--- src/rra_pkg.sv ---
// rra_pkg: shared constants, types and the coverage table for the
// rounded rectangle pixel shader; no dependencies
package rra_pkg;

	// field widths
	localparam int COORD_BITS     = 13;
	localparam int SUBSAMPLE_GRID = 4;
	localparam int DIM_BITS       = 12;
	localparam int RAD_BITS       = DIM_BITS - 1;
	localparam int RGB_BITS       = 24;
	localparam int CH_BITS        = 8;
	localparam int CH_COUNT       = RGB_BITS / CH_BITS;

	// register port
	localparam int DATA_BITS = 32;
	localparam int ADDR_BITS = 5;
	localparam int IDX_BITS  = ADDR_BITS - 2;

	// derived datapath widths
	localparam int SUB_COUNT  = SUBSAMPLE_GRID * SUBSAMPLE_GRID;
	localparam int GRID_BITS  = $clog2(SUBSAMPLE_GRID);
	localparam int CNT_BITS   = $clog2(SUB_COUNT + 1);
	localparam int CMP_BITS   = ((COORD_BITS > DIM_BITS) ? COORD_BITS : DIM_BITS) + 2;
	localparam int DELTA_BITS = RAD_BITS + 1;
	localparam int MAG_BITS   = RAD_BITS + GRID_BITS;
	localparam int SUB_BITS   = MAG_BITS + 1;
	localparam int SQ_BITS    = 2 * MAG_BITS;
	localparam int SUM_BITS   = SQ_BITS + 1;
	localparam int PROD_BITS  = 2 * CH_BITS + 1;

	localparam logic [CH_BITS-1:0] COV_FULL = '1;

	// register indexes
	typedef enum logic [IDX_BITS-1:0] {
		REG_LEFT     = 3'd0,
		REG_TOP      = 3'd1,
		REG_WIDTH    = 3'd2,
		REG_HEIGHT   = 3'd3,
		REG_RADIUS   = 3'd4,
		REG_FILL     = 3'd5,
		REG_BACKDROP = 3'd6
	} reg_idx_t;

	// how a pixel is shaded as it moves down the pipe
	typedef enum logic [1:0] {
		SHADE_SKIP,
		SHADE_FILL,
		SHADE_CORNER,
		SHADE_BLEND
	} shade_t;

	// configuration as seen by the datapath, radius already clamped
	typedef struct packed {
		logic [COORD_BITS-1:0] left;
		logic [COORD_BITS-1:0] top;
		logic [DIM_BITS-1:0]   width;
		logic [DIM_BITS-1:0]   height;
		logic [RAD_BITS-1:0]   radius;
		logic [RGB_BITS-1:0]   fill;
		logic [RGB_BITS-1:0]   backdrop;
	} cfg_t;

	// geometry result: class and pixel offset from the corner center
	typedef struct packed {
		shade_t                shade;
		logic [DELTA_BITS-1:0] dx;
		logic [DELTA_BITS-1:0] dy;
	} geo_t;

	// coverage result
	typedef struct packed {
		shade_t              shade;
		logic [CH_BITS-1:0]  cov;
	} shd_t;

	// sample count to 8-bit coverage, cnt*255/SUB_COUNT truncated
	function automatic logic [CH_BITS-1:0] cov_of(input logic [CNT_BITS-1:0] cnt);
		logic [CH_BITS-1:0] res;
		res = '0;
		for (int k = 0; k <= SUB_COUNT; k++) begin
			if (cnt == CNT_BITS'(k))
				res = CH_BITS'((k * 255) / SUB_COUNT);
		end
		return res;
	endfunction

endpackage

--- src/rra_cfg.sv ---
// rra_cfg: register file behind the APB-style port, plus radius clamp
// depends on rra_pkg
module rra_cfg (
	input  logic                           clk,
	input  logic                           arst_n,
	input  logic                           psel,
	input  logic                           penable,
	input  logic                           pwrite,
	input  logic [rra_pkg::ADDR_BITS-1:0]  paddr,
	input  logic [rra_pkg::DATA_BITS-1:0]  pwdata,
	output logic [rra_pkg::DATA_BITS-1:0]  prdata,
	output logic                           pready,
	output rra_pkg::cfg_t                  cfg
);

	logic [rra_pkg::COORD_BITS-1:0] left_q;
	logic [rra_pkg::COORD_BITS-1:0] top_q;
	logic [rra_pkg::DIM_BITS-1:0]   width_q;
	logic [rra_pkg::DIM_BITS-1:0]   height_q;
	logic [rra_pkg::RAD_BITS-1:0]   radius_q;
	logic [rra_pkg::RGB_BITS-1:0]   fill_q;
	logic [rra_pkg::RGB_BITS-1:0]   backdrop_q;
	logic [rra_pkg::RAD_BITS-1:0]   rad_q;
	logic [rra_pkg::RAD_BITS-1:0]   rad_w;
	logic [rra_pkg::RAD_BITS-1:0]   rad_h;
	rra_pkg::reg_idx_t              idx;
	logic                           wr;

	assign pready = 1'b1;
	assign idx    = rra_pkg::reg_idx_t'(paddr[rra_pkg::ADDR_BITS-1:2]);
	assign wr     = psel && penable && pwrite;

	// register writes, unknown indexes dropped
	always_ff @(posedge clk or negedge arst_n) begin
		if (!arst_n) begin
			left_q     <= '0;
			top_q      <= '0;
			width_q    <= '0;
			height_q   <= '0;
			radius_q   <= '0;
			fill_q     <= '0;
			backdrop_q <= '0;
		end else if (wr) begin
			case (idx)
				rra_pkg::REG_LEFT:     left_q     <= pwdata[rra_pkg::COORD_BITS-1:0];
				rra_pkg::REG_TOP:      top_q      <= pwdata[rra_pkg::COORD_BITS-1:0];
				rra_pkg::REG_WIDTH:    width_q    <= pwdata[rra_pkg::DIM_BITS-1:0];
				rra_pkg::REG_HEIGHT:   height_q   <= pwdata[rra_pkg::DIM_BITS-1:0];
				rra_pkg::REG_RADIUS:   radius_q   <= pwdata[rra_pkg::RAD_BITS-1:0];
				rra_pkg::REG_FILL:     fill_q     <= pwdata[rra_pkg::RGB_BITS-1:0];
				rra_pkg::REG_BACKDROP: backdrop_q <= pwdata[rra_pkg::RGB_BITS-1:0];
				default: ;
			endcase
		end
	end

	// read mux
	always_comb begin
		case (idx)
			rra_pkg::REG_LEFT:     prdata = rra_pkg::DATA_BITS'(left_q);
			rra_pkg::REG_TOP:      prdata = rra_pkg::DATA_BITS'(top_q);
			rra_pkg::REG_WIDTH:    prdata = rra_pkg::DATA_BITS'(width_q);
			rra_pkg::REG_HEIGHT:   prdata = rra_pkg::DATA_BITS'(height_q);
			rra_pkg::REG_RADIUS:   prdata = rra_pkg::DATA_BITS'(radius_q);
			rra_pkg::REG_FILL:     prdata = rra_pkg::DATA_BITS'(fill_q);
			rra_pkg::REG_BACKDROP: prdata = rra_pkg::DATA_BITS'(backdrop_q);
			default:               prdata = '0;
		endcase
	end

	// clamp radius to half width, then half height
	assign rad_w = ({radius_q, 1'b0} > width_q) ? width_q[rra_pkg::DIM_BITS-1:1] : radius_q;
	assign rad_h = ({rad_w, 1'b0} > height_q) ? height_q[rra_pkg::DIM_BITS-1:1] : rad_w;

	always_ff @(posedge clk or negedge arst_n) begin
		if (!arst_n)
			rad_q <= '0;
		else
			rad_q <= rad_h;
	end

	assign cfg.left     = left_q;
	assign cfg.top      = top_q;
	assign cfg.width    = width_q;
	assign cfg.height   = height_q;
	assign cfg.radius   = rad_q;
	assign cfg.fill     = fill_q;
	assign cfg.backdrop = backdrop_q;

endmodule

--- src/rra_geom.sv ---
// rra_geom: stages 1-2, offsets into the rectangle and pixel class
// depends on rra_pkg
module rra_geom (
	input  logic                            clk,
	input  logic                            arst_n,
	input  rra_pkg::cfg_t                   cfg,
	input  logic                            in_valid,
	input  logic [rra_pkg::COORD_BITS-1:0]  pixel_x,
	input  logic [rra_pkg::COORD_BITS-1:0]  pixel_y,
	input  logic                            en_out,
	output logic                            en_in,
	output logic                            v_out,
	output rra_pkg::geo_t                   geo
);

	localparam int CB = rra_pkg::CMP_BITS;
	localparam int XB = rra_pkg::COORD_BITS;

	logic                 v_s1, v_s2;
	logic                 en_s1, en_s2;
	logic signed [CB-1:0] i_s1, j_s1;
	rra_pkg::geo_t        geo_s2;

	logic signed [CB-1:0] xe, ye, le, te;
	logic signed [CB-1:0] wc, hc, rc, dxw, dyw;
	logic                 in_rect, top_b, bot_b, lft_b, rgt_b, solid;
	rra_pkg::geo_t        geo_nx;

	// stage enables, bubbles squeeze out
	assign en_s2 = !v_s2 || en_out;
	assign en_s1 = !v_s1 || en_s2;
	assign en_in = en_s1;

	// sign-extend coordinates
	assign xe = $signed({{(CB - XB){pixel_x[XB-1]}}, pixel_x});
	assign ye = $signed({{(CB - XB){pixel_y[XB-1]}}, pixel_y});
	assign le = $signed({{(CB - XB){cfg.left[XB-1]}}, cfg.left});
	assign te = $signed({{(CB - XB){cfg.top[XB-1]}}, cfg.top});

	// stage 1: pixel offset from the top left corner
	always_ff @(posedge clk or negedge arst_n) begin
		if (!arst_n)
			v_s1 <= 1'b0;
		else if (en_s1)
			v_s1 <= in_valid;
	end

	always_ff @(posedge clk) begin
		if (en_s1 && in_valid) begin
			i_s1 <= xe - le;
			j_s1 <= ye - te;
		end
	end

	// classify the pixel and find its offset from the corner center
	always_comb begin
		wc = $signed({{(CB - rra_pkg::DIM_BITS){1'b0}}, cfg.width});
		hc = $signed({{(CB - rra_pkg::DIM_BITS){1'b0}}, cfg.height});
		rc = $signed({{(CB - rra_pkg::RAD_BITS){1'b0}}, cfg.radius});
		in_rect = (i_s1 >= 0) && (j_s1 >= 0) && (i_s1 < wc) && (j_s1 < hc);
		top_b   = j_s1 < rc;
		bot_b   = j_s1 >= hc - rc;
		lft_b   = i_s1 < rc;
		rgt_b   = i_s1 >= wc - rc;
		solid   = (rc == 0) || !(top_b || bot_b) || (!lft_b && !rgt_b);
		dxw     = lft_b ? (i_s1 - rc) : (i_s1 - (wc - rc));
		dyw     = top_b ? (j_s1 - rc) : (j_s1 - (hc - rc));
		if (!in_rect)
			geo_nx.shade = rra_pkg::SHADE_SKIP;
		else if (solid)
			geo_nx.shade = rra_pkg::SHADE_FILL;
		else
			geo_nx.shade = rra_pkg::SHADE_CORNER;
		geo_nx.dx = dxw[rra_pkg::DELTA_BITS-1:0];
		geo_nx.dy = dyw[rra_pkg::DELTA_BITS-1:0];
	end

	// stage 2
	always_ff @(posedge clk or negedge arst_n) begin
		if (!arst_n)
			v_s2 <= 1'b0;
		else if (en_s2)
			v_s2 <= v_s1;
	end

	always_ff @(posedge clk) begin
		if (en_s2 && v_s1)
			geo_s2 <= geo_nx;
	end

	assign v_out = v_s2;
	assign geo   = geo_s2;

endmodule

--- src/rra_cover.sv ---
// rra_cover: stages 3-5, supersampled inside-circle test and coverage
// depends on rra_pkg
module rra_cover (
	input  logic                          clk,
	input  logic                          arst_n,
	input  logic [rra_pkg::RAD_BITS-1:0]  radius,
	input  logic                          v_in,
	input  rra_pkg::geo_t                 geo,
	input  logic                          en_out,
	output logic                          en_in,
	output logic                          v_out,
	output rra_pkg::shd_t                 shd
);

	localparam int G  = rra_pkg::SUBSAMPLE_GRID;
	localparam int SB = rra_pkg::SUB_BITS;
	localparam int MB = rra_pkg::MAG_BITS;
	localparam int QB = rra_pkg::SQ_BITS;
	localparam int DB = rra_pkg::DELTA_BITS;
	localparam logic signed [SB-1:0] GRID_S = SB'(G);

	logic                    v_s3, v_s4, v_s5;
	logic                    en_s3, en_s4, en_s5;
	rra_pkg::shade_t         shade_s3, shade_s4;
	logic [QB-1:0]           dxsq_s3 [G];
	logic [QB-1:0]           dysq_s3 [G];
	logic [QB-1:0]           rsq_s3;
	logic [rra_pkg::SUB_COUNT-1:0] hit_s4;
	rra_pkg::shd_t           shd_s5;

	logic signed [SB-1:0]    dxe, dye, sxv, syv;
	logic [MB-1:0]           mx [G];
	logic [MB-1:0]           my [G];
	logic [MB-1:0]           rg;
	logic [rra_pkg::SUB_COUNT-1:0] hit_nx;
	logic [rra_pkg::CNT_BITS-1:0]  cnt;
	logic [rra_pkg::CH_BITS-1:0]   cov;
	rra_pkg::shd_t           shd_nx;

	assign en_s5 = !v_s5 || en_out;
	assign en_s4 = !v_s4 || en_s5;
	assign en_s3 = !v_s3 || en_s4;
	assign en_in = en_s3;

	// subsample offsets in 1/G pixel units, as magnitudes
	always_comb begin
		dxe = $signed({{(SB - DB){geo.dx[DB-1]}}, geo.dx});
		dye = $signed({{(SB - DB){geo.dy[DB-1]}}, geo.dy});
		for (int k = 0; k < G; k++) begin
			sxv   = dxe * GRID_S + SB'(k);
			syv   = dye * GRID_S + SB'(k);
			mx[k] = sxv[SB-1] ? MB'(-sxv) : MB'(sxv);
			my[k] = syv[SB-1] ? MB'(-syv) : MB'(syv);
		end
		rg = MB'(radius) * MB'(G);
	end

	// stage 3: squares of the subsample offsets and of the scaled radius
	always_ff @(posedge clk or negedge arst_n) begin
		if (!arst_n)
			v_s3 <= 1'b0;
		else if (en_s3)
			v_s3 <= v_in;
	end

	always_ff @(posedge clk) begin
		if (en_s3 && v_in) begin
			shade_s3 <= geo.shade;
			for (int k = 0; k < G; k++) begin
				dxsq_s3[k] <= QB'(mx[k]) * QB'(mx[k]);
				dysq_s3[k] <= QB'(my[k]) * QB'(my[k]);
			end
			rsq_s3 <= QB'(rg) * QB'(rg);
		end
	end

	// inside test per subsample, points on the circle count
	always_comb begin
		for (int sy = 0; sy < G; sy++) begin
			for (int sx = 0; sx < G; sx++) begin
				hit_nx[sy * G + sx] = (rra_pkg::SUM_BITS'(dxsq_s3[sx])
					+ rra_pkg::SUM_BITS'(dysq_s3[sy])) <= rra_pkg::SUM_BITS'(rsq_s3);
			end
		end
	end

	// stage 4: hit mask
	always_ff @(posedge clk or negedge arst_n) begin
		if (!arst_n)
			v_s4 <= 1'b0;
		else if (en_s4)
			v_s4 <= v_s3;
	end

	always_ff @(posedge clk) begin
		if (en_s4 && v_s3) begin
			shade_s4 <= shade_s3;
			hit_s4   <= hit_nx;
		end
	end

	// count hits, map to coverage, settle the corner class
	always_comb begin
		cnt = rra_pkg::CNT_BITS'($countones(hit_s4));
		cov = rra_pkg::cov_of(cnt);
		shd_nx.cov = cov;
		case (shade_s4)
			rra_pkg::SHADE_CORNER: begin
				if (cov == rra_pkg::COV_FULL)
					shd_nx.shade = rra_pkg::SHADE_FILL;
				else if (cov != '0)
					shd_nx.shade = rra_pkg::SHADE_BLEND;
				else
					shd_nx.shade = rra_pkg::SHADE_SKIP;
			end
			default: shd_nx.shade = shade_s4;
		endcase
	end

	// stage 5
	always_ff @(posedge clk or negedge arst_n) begin
		if (!arst_n)
			v_s5 <= 1'b0;
		else if (en_s5)
			v_s5 <= v_s4;
	end

	always_ff @(posedge clk) begin
		if (en_s5 && v_s4)
			shd_s5 <= shd_nx;
	end

	assign v_out = v_s5;
	assign shd   = shd_s5;

endmodule

--- src/rra_blend.sv ---
// rra_blend: stages 6-7, per-channel blend of background toward fill
// and the output register; depends on rra_pkg
module rra_blend (
	input  logic                          clk,
	input  logic                          arst_n,
	input  logic [rra_pkg::RGB_BITS-1:0]  fill,
	input  logic [rra_pkg::RGB_BITS-1:0]  backdrop,
	input  logic                          v_in,
	input  rra_pkg::shd_t                 shd,
	input  logic                          en_out,
	output logic                          en_in,
	output logic                          v_out,
	output logic                          draw,
	output logic [rra_pkg::RGB_BITS-1:0]  pixel_rgb
);

	localparam int CB = rra_pkg::CH_BITS;
	localparam int PB = rra_pkg::PROD_BITS;
	localparam int NC = rra_pkg::CH_COUNT;

	logic                 v_s6, v_s7;
	logic                 en_s6, en_s7;
	rra_pkg::shade_t      shade_s6;
	logic [CB-1:0]        bg_s6 [NC];
	logic signed [PB-1:0] prod_s6 [NC];
	logic                 draw_s7;
	logic [rra_pkg::RGB_BITS-1:0] rgb_s7;

	logic signed [CB:0]     diff;
	logic signed [CB:0]     covs;
	logic signed [2*CB+1:0] prod_w;
	logic signed [PB-1:0]   prod_nx [NC];
	logic signed [PB-1:0]   neg_p;
	logic [PB-2:0]          mag;
	logic [PB-1:0]          q_w;
	logic [CB-1:0]          q;
	logic [rra_pkg::RGB_BITS-1:0] mix;

	assign en_s7 = !v_s7 || en_out;
	assign en_s6 = !v_s6 || en_s7;
	assign en_in = en_s6;

	// (fg - bg) * cov per channel
	always_comb begin
		covs = $signed({1'b0, shd.cov});
		for (int c = 0; c < NC; c++) begin
			diff = $signed({1'b0, fill[c*CB +: CB]}) - $signed({1'b0, backdrop[c*CB +: CB]});
			prod_w = diff * covs;
			prod_nx[c] = prod_w[PB-1:0];
		end
	end

	// stage 6
	always_ff @(posedge clk or negedge arst_n) begin
		if (!arst_n)
			v_s6 <= 1'b0;
		else if (en_s6)
			v_s6 <= v_in;
	end

	always_ff @(posedge clk) begin
		if (en_s6 && v_in) begin
			shade_s6 <= shd.shade;
			for (int c = 0; c < NC; c++) begin
				bg_s6[c]   <= backdrop[c*CB +: CB];
				prod_s6[c] <= prod_nx[c];
			end
		end
	end

	// divide by 255 toward zero, add to background
	always_comb begin
		mix = '0;
		for (int c = 0; c < NC; c++) begin
			neg_p = -prod_s6[c];
			mag   = prod_s6[c][PB-1] ? neg_p[PB-2:0] : prod_s6[c][PB-2:0];
			q_w   = {1'b0, mag} + PB'(mag >> CB) + PB'(1);
			q     = q_w[2*CB-1:CB];
			mix[c*CB +: CB] = prod_s6[c][PB-1] ? (bg_s6[c] - q) : (bg_s6[c] + q);
		end
	end

	// stage 7: output register
	always_ff @(posedge clk or negedge arst_n) begin
		if (!arst_n)
			v_s7 <= 1'b0;
		else if (en_s7)
			v_s7 <= v_s6;
	end

	always_ff @(posedge clk) begin
		if (en_s7 && v_s6) begin
			case (shade_s6)
				rra_pkg::SHADE_FILL: begin
					draw_s7 <= 1'b1;
					rgb_s7  <= fill;
				end
				rra_pkg::SHADE_BLEND: begin
					draw_s7 <= 1'b1;
					rgb_s7  <= mix;
				end
				default: begin
					draw_s7 <= 1'b0;
					rgb_s7  <= '0;
				end
			endcase
		end
	end

	assign v_out     = v_s7;
	assign draw      = draw_s7;
	assign pixel_rgb = rgb_s7;

endmodule

--- src/rounded_rect_aa_pixel_shader.sv ---
// rounded_rect_aa_pixel_shader: top level; uses rra_pkg, rra_cfg, rra_geom,
// rra_cover and rra_blend
// pipeline: seven register stages, the last of them the output register
// throughput: one item per cycle while in_stall is low; each stage has its own valid bit, so empty
// stages fill even while the output register is stalled
// reset: arst_n clears all valid bits and all configuration registers to zero
module rounded_rect_aa_pixel_shader (
	input  logic                            clk,
	input  logic                            arst_n,
	input  logic                            in_valid,
	output logic                            in_stall,
	input  logic [rra_pkg::COORD_BITS-1:0]  pixel_x,
	input  logic [rra_pkg::COORD_BITS-1:0]  pixel_y,
	output logic                            out_valid,
	input  logic                            out_stall,
	output logic                            draw,
	output logic [rra_pkg::RGB_BITS-1:0]    pixel_rgb,
	input  logic                            psel,
	input  logic                            penable,
	input  logic                            pwrite,
	input  logic [rra_pkg::ADDR_BITS-1:0]   paddr,
	input  logic [rra_pkg::DATA_BITS-1:0]   pwdata,
	output logic [rra_pkg::DATA_BITS-1:0]   prdata,
	output logic                            pready
);

	rra_pkg::cfg_t cfg;
	rra_pkg::geo_t geo;
	rra_pkg::shd_t shd;
	logic          geo_en, geo_v;
	logic          cov_en, cov_v;
	logic          bld_en;

	// configuration registers
	rra_cfg u_cfg (
		.clk     (clk),
		.arst_n  (arst_n),
		.psel    (psel),
		.penable (penable),
		.pwrite  (pwrite),
		.paddr   (paddr),
		.pwdata  (pwdata),
		.prdata  (prdata),
		.pready  (pready),
		.cfg     (cfg)
	);

	// stages 1-2
	rra_geom u_geom (
		.clk      (clk),
		.arst_n   (arst_n),
		.cfg      (cfg),
		.in_valid (in_valid),
		.pixel_x  (pixel_x),
		.pixel_y  (pixel_y),
		.en_out   (cov_en),
		.en_in    (geo_en),
		.v_out    (geo_v),
		.geo      (geo)
	);

	// stages 3-5
	rra_cover u_cover (
		.clk    (clk),
		.arst_n (arst_n),
		.radius (cfg.radius),
		.v_in   (geo_v),
		.geo    (geo),
		.en_out (bld_en),
		.en_in  (cov_en),
		.v_out  (cov_v),
		.shd    (shd)
	);

	// stages 6-7
	rra_blend u_blend (
		.clk       (clk),
		.arst_n    (arst_n),
		.fill      (cfg.fill),
		.backdrop  (cfg.backdrop),
		.v_in      (cov_v),
		.shd       (shd),
		.en_out    (!out_stall),
		.en_in     (bld_en),
		.v_out     (out_valid),
		.draw      (draw),
		.pixel_rgb (pixel_rgb)
	);

	assign in_stall = !geo_en;

	// a pixel that is not drawn carries a zero colour
	a_skip_black: assert property (@(posedge clk) disable iff (!arst_n)
		out_valid && !draw |-> pixel_rgb == '0)
		else $error("undrawn pixel with nonzero colour");

	// the input stalls only when the whole pipe is full behind a stalled output
	a_stall_full: assert property (@(posedge clk) disable iff (!arst_n)
		in_stall |-> out_valid && out_stall && cov_v && geo_v)
		else $error("input stalled with room in the pipe");

	// an item taken, with room downstream on the next cycle, then reaches stage 2
	a_geo_move: assert property (@(posedge clk) disable iff (!arst_n)
		in_valid && !in_stall ##1 cov_en |=> geo_v)
		else $error("accepted item lost in the front stages");

endmodule
--- config.mk ---
export PLATFORM = sky130hd
export DESIGN_NAME = rounded_rect_aa_pixel_shader
export DESIGN_NICKNAME = d
export VERILOG_FILES = /design/src/rra_pkg.sv /design/src/rra_cfg.sv /design/src/rra_geom.sv /design/src/rra_cover.sv /design/src/rra_blend.sv /design/src/rounded_rect_aa_pixel_shader.sv
export SDC_FILE = /design/constraint.sdc
export NUM_CORES = 2
export LEC_CHECK = 0
export BUFFER_PORTS_ARGS = -buffer_cell sky130_fd_sc_hd__buf_2
export CORE_MARGIN = 8
export CORE_UTILIZATION = 61
export CTS_BUF_LIST = sky130_fd_sc_hd__clkbuf_8 sky130_fd_sc_hd__clkbuf_16
export CTS_CLUSTER_DIAMETER = 30
export DETAILED_ROUTE_END_ITERATION = 10
export HOLD_SLACK_MARGIN = 0.1
export PLACE_DENSITY = 0.78
export SLEW_MARGIN = 15
export SYNTH_ARGS = -nofsm -noshare
export SYNTH_HDL_FRONTEND = slang
export SYNTH_HIERARCHICAL = 1
export SYNTH_SLANG_ARGS = --single-unit
--- constraint.sdc ---
create_clock -name clk -period 15.4 [get_ports clk]
set_input_delay 0.77 -clock clk [delete_from_list [all_inputs] [get_ports clk]]
set_output_delay 0.77 -clock clk [all_outputs]
set_load 0.01 [all_outputs]
[Word level (Yosys, flattened, before mapping)]
Memory sizes are Yosys's and may differ from the RTL's.
Index checks and enable logic that the tools add are counted.
Operators by class
  equality and inequality tests: 26
  order comparisons: 26
  add/sub/neg operators: 71
  shift operators: 0
  $mul: 12
  bitwise gates (word level): 0
  div/mod/pow operators: 0
  muxes and demuxes: 45
  reduce and logical (&&, ||, !) cells: 46
Operator list (count)
  26-bit by 26-bit adder with 27-bit output: 16
  27-bit by 26-bit less-or-equal comparator with 1-bit output: 16
  13-bit by 13-bit multiplier with 26-bit output: 8
  24-bit one-hot mux with 7 select lines: 1
  13-bit two-way mux: 8
  13-bit negator: 8
  8-bit two-way mux: 11
  14-bit by 3-bit adder with 14-bit output (second input constant): 4
  9-bit by 9-bit multiplier with 17-bit output: 3
  16-bit by 1-bit adder with 16-bit output (second input constant): 3
  16-bit by 8-bit adder with 16-bit output: 3
  16-bit two-way mux: 3
  16-bit negator: 3
  24-bit one-hot mux with 2 select lines: 1
  12-bit subtractor: 4
  5-bit by 4-bit == test with 1-bit output (second input constant): 8
  5-bit adder: 7
  14-bit by 2-bit adder with 14-bit output (second input constant): 2
  14-bit by 1-bit >= comparator with 1-bit output (second input constant): 2
  14-bit by 13-bit >= comparator with 1-bit output: 2
  14-bit by 12-bit less-than comparator with 1-bit output: 2
  14-bit by 13-bit less-than comparator with 1-bit output: 2
  7-bit two-way mux: 4
  13-bit by 13-bit subtractor with 14-bit output: 2
  other kinds (32): 103
Word-level totals
  memory bits (writable): 283
  word-level logic and storage cells: 259
  bits of input ports: 70
  register bits: 260
  memories kept: 4
  memory bits (read-only): 0
  output and inout bits: 60
  bits in latches: 0
Memories
  u_cover.dxsq_s3: depth 4, width 26, rd ports 4, clocked after Yosys merged registers in 0, wr ports 4, line rra_cover.sv:25  | logic [QB-1:0] dxsq_s3 [G];
  u_cover.dysq_s3: depth 4, width 26, rd ports 4, clocked after Yosys merged registers in 0, wr ports 4, line rra_cover.sv:26  | logic [QB-1:0] dysq_s3 [G];
  u_blend.prod_s6: depth 3, width 17, rd ports 3, clocked after Yosys merged registers in 0, wr ports 3, line rra_blend.sv:25  | logic signed [PB-1:0] prod_s6 [NC];
  u_blend.bg_s6: depth 3, width 8, rd ports 3, clocked after Yosys merged registers in 0, wr ports 3, line rra_blend.sv:24  | logic [CB-1:0] bg_s6 [NC];

[Depth between registers and ports, before layout]
  depth in word-level cells: 25
  mapped depth: 28
  mapped depth without buffers: 28

[Hierarchy]
The synthesis kept the hierarchy.
Modules (own cells, without submodules)
  rra_cover: cells an instance 6090, times used 1, sequential area each 6861.6 µm², area an instance 56142.6 µm²
  rra_blend: cells an instance 1720, times used 1, sequential area each 3113.0 µm², area an instance 15823.9 µm²
  rra_geom: cells an instance 735, times used 1, sequential area each 1671.6 µm², area an instance 6735.2 µm²
  rra_cfg: cells an instance 544, times used 1, sequential area each 3002.9 µm², area an instance 6607.6 µm²
  rounded_rect_aa_pixel_shader: cells an instance 2, times used 1, sequential area each 0.0 µm², area an instance 7.5 µm²

[Least setup slack after synthesis]
No wires, ideal clock.
  path type: flip-flop to flip-flop
  from: reg u_geom.geo_s2 (netlist bit u_geom/geo[23])
  to: mem u_cover/dxsq_s3[3][25] (netlist bit) (data pin)
  stages on the path, launching flop included: 26
  clock period less this slack: 6.765 ns
  setup time: 0.268 ns
  slack: 8.635 ns
  buffers on the path: 2
  arrival time: 6.497 ns
  data required time: 15.132 ns
  cell sequence: edfxtp_1 clkbuf_1 inv_1 ha_1 clkbuf_1 nand2_1 inv_1 fa_1 inv_1 fa_1 inv_1 fa_1 inv_1 fa_1 fa_1 inv_1 ha_1 nand3_1 a21oi_1 nor2_1 a2111oi_0 a2111oi_0 o31ai_1 a31oi_1 o21ai_0 xnor2_1
RTL lines
  from (decl): line rra_geom.sv:22  | rra_pkg::geo_t geo_s2;
  from (signal assigned): line rra_geom.sv:88  | geo_s2 <= geo_nx;
  to (decl): line rra_cover.sv:25

==> flow_metrics.env <==
export IMPL_status="finished, final reports clean"
export IMPL_start_util_pct=61.3
export IMPL_crit_path_start="u_geom/geo[0]"
export IMPL_grt_max_degree=113
export IMPL_rsz0062_at_grt="false"
export IMPL_hold_class="input port to flop"
export IMPL_cts_made_buffers=117
export IMPL_grt_remaining_overflow=0
export IMPL_skew_ns=0.0896
export IMPL_routabilityCongestion=0.992
export IMPL_drive_gt1_share_pct=6.94
export IMPL_synth_flop_cell="edfxtp_1"
export IMPL_clkTransAtPathRegs_ns=0.05
export IMPL_pin_count=130
export IMPL_dp_hpwl_um=192000
export IMPL_synth_cells=9091
export IMPL_worstPathMaxFanout=12
export IMPL_nets=11600
export IMPL_wl_um=235000
export IMPL_drt_iter0_drc=4900
export IMPL_crit_top_cell="fa_1"
export IMPL_syn2layout_area_growth_pct=8.13
export IMPL_final_hold_viol_count=0
export IMPL_grt_pass1_wl_um=371000
export IMPL_critPathMaxStageDelay_ns=0.80
export IMPL_antenna_found_initial=2
export IMPL_synth_seq_area_share_pct=17.2
export IMPL_insertion_delay_ns=0.77
export IMPL_slowest_stage="a2111oi_0"
export IMPL_worst_pin_slew_ns=1.17
export IMPL_cts_resized_gates=0
export IMPL_cts_root_buf="clkbuf_16"
export IMPL_drc_errors=0
export IMPL_yosys_warnings=6
export IMPL_final_period_utilization_pct=54.2
export IMPL_ys_ff_latch=509
export IMPL_wl_per_cell_um=20.9
export IMPL_worstSetupPathType="flop to flop"
export IMPL_slew_limit_headroom_pct=21.7
export IMPL_portBuffers=110
export IMPL_fin_crit_ns=8.35
export IMPL_critPathArrivalTime_ns=8.79
export IMPL_r2r_slack_ns=7.05
export IMPL_endpoint="u_cover/dysq_s3[0][25]"
export IMPL_synth_async_reset_ratio_pct=25.0
export IMPL_setup_tns_ns=0
export IMPL_r2r_end="u_cover/dysq_s3[0][25]"
export IMPL_vias=67300
export IMPL_worstPathRequired_ns=15.84
export IMPL_grt_usage_pct=30.6
export IMPL_first_pass_iters=8
export IMPL_clkSinkCount=509
export IMPL_start_kind="flop"
export IMPL_yosys_cell_types_count=111
export IMPL_crit_chain="buf_4 > clkinv_1 > ha_1 > nand2_1 > or3_1 > nand2_1 > xnor2_2 > nor2_1 > fa_1 > fa_1 > inv_1 > fa_1 > fa_1 > inv_1 > fa_1 > ha_1 > a21o_1 > a21o_1 > a21oi_1 > o311ai_0 > a2111oi_0 > o31ai_1 > a21oi_1 > xnor2_1"
export IMPL_cts_tree="built"
export IMPL_die_y_um=390
export IMPL_cap_violations=0
export IMPL_regToRegStartpoint="u_geom/geo[0]"
export IMPL_reg2regPathDepth=24
export IMPL_synth_edff_count=382
export IMPL_synth_area_per_cell_um2=9.38
export IMPL_fp_dieArea_um2=152000
export IMPL_ant_nets=0
export IMPL_netlist_area_um2=85300
export IMPL_htreeDepth=3
export IMPL_max_freq_mhz=120
export IMPL_grt_pass1_vias=71100
export IMPL_via_per_inst=6.00
export IMPL_finalMaxSlewViolations=0
export IMPL_end_kind="flop"
export IMPL_clockBufferDepth=3
export IMPL_rows=137
export IMPL_core_area_um2=139000
export IMPL_setup_violations=0
export IMPL_die_w_um=390
-- cell families after synthesis --
family / after synthesis / synth area share (%)
adder cells (fa/ha/maj): 2316 / 41.0
XOR/XNOR: 658 / 6.78
multiplexers: 165 / 2.27
flip-flops: 509 / 17.2
AND/OR/NAND/NOR: 2067 / 11.9
other: 3 / 0.0132
buffers and inverters: 1694 / 7.58
AO/OA/AOI/OAI: 1679 / 13.3
-- worst max-delay path: cells and delay by family, from the launching register on --
family | cells | cell delay, ns
DFF | 1 | 0.33
and+or+nand+nor | 4 | 0.56
buffers and inverters | 4 | 0.89
xor gates and xnor gates | 2 | 0.79
AOI/OAI and AO/OA | 7 | 2.11
adders and majority gates | 7 | 3.31
-- layer usage --
metal  vias up  track usage, %  wire, µm
met5         -               0        20
met4         2            19.2     17400
met3       733            4.45     15300
met2      2517            51.5    110000
met1     32800            36.9     92300
li1      31300               -         -
-- Yosys cell counts (all sizes together), types with 31 or more instances --
master	instances	area, µm²
xor2	182	1610
inv	1537	5770
clkbuf	115	435
dfrtp	127	3180
a211oi	68	548
o21bai	40	300
nand3	107	536
a21boi	31	233
mux2i	38	380
a31oi	54	359
a21oi	470	2370
o31ai	40	328
or2	56	350
and3	64	400
nor3	139	707
nor2b	181	1130
buf	38	244
nor2	562	2110
o21ai	334	1690
or3	53	332
nand2b	117	732
fa	799	16000
nand2	495	1860
o21a	98	737
and2	141	882
ha	1517	19000
o211ai	40	300
nand4	63	415
xnor2	476	4180
edfxtp	382	11500
mux2	119	1380
a21o	222	1670
-- layout by cell type, fill, tap and decap left out, types with 221 or more instances in the layout --
cell type,synthesis,final
fa_1,799,799
ha_1,1517,1517
nand2_1,495,495
a21oi_1,466,466
edfxtp_1,382,382
inv_1,1537,1545
o21ai_0,315,314
xnor2_1,475,471
nor2_1,562,561
a21o_1,221,221
-- area by class of cell --
| cell class | count | area [µm²] |
|---|---|---|
| well taps | 1876 | 2350 |
| flip-flops and latches | 509 | 14600 |
| inverters | 1541 | 5780 |
| clock inverters | 96 | 1070 |
| repair buffers | 170 | 1010 |
| diodes | 1 | 2.50 |
| fillers | 10900 | 46900 |
| multi-input cells | 6900 | 64300 |
| clock buffers | 126 | 3100 |
-- stage by stage --
stage               cells  setup slack, ns  utilization [%]  cell area [µm²]  hold WS, ns
finish              11200             7.05             66.3            92300        0.194
detailed placement  11000             7.20             63.3            88100        0.406
global route        11200             6.69             66.3            92300        0.172
CTS                 11200             7.07             66.3            92200        0.143
global placement    11000             7.49             63.3            88100        0.405
floorplan            9103             8.63                -            85400        0.400
-- state kept, by name, indices dropped and copies added, names as in the netlist, 16 cells and up --
| name | count |
|---|---|
| u_cover/rsq_s3 | 21 |
| u_cover/dxsq_s3 | 88 |
| u_cover/hit_s4 | 16 |
| u_geom/geo | 26 |
| u_blend/bg_s6 | 24 |
| u_cfg/fill_q | 24 |
| u_blend/pixel_rgb | 24 |
| u_blend/prod_s6 | 51 |
| u_cover/dysq_s3 | 90 |
| u_cfg/backdrop_q | 24 |
-- worst min path at each step --
stage                        start                  end  slack, ns  cells after the start
floorplan           u_cover/shd[8]  u_blend/shade_s6[0]       0.40                      0
global placement    u_geom/geo[25]  u_cover/shade_s3[1]       0.40                      0
detailed placement  u_geom/geo[25]  u_cover/shade_s3[1]       0.41                      0
CTS                       in_valid          u_geom/v_s1       0.14                      2
global route              in_valid          u_geom/v_s1       0.17                      2
finish                    in_valid          u_geom/v_s1       0.19                      2
-- what timing repair did --
action | in CTS | in global routing
buffers inserted | 0 | 0
hold endpoints to repair | 40 | 0
setup endpoints to repair | 0 | 0
hold buffers | 1 | 0
Power is not shown: default switching activity piles up to over one toggle a cycle in this logic, so the estimate is an artifact.
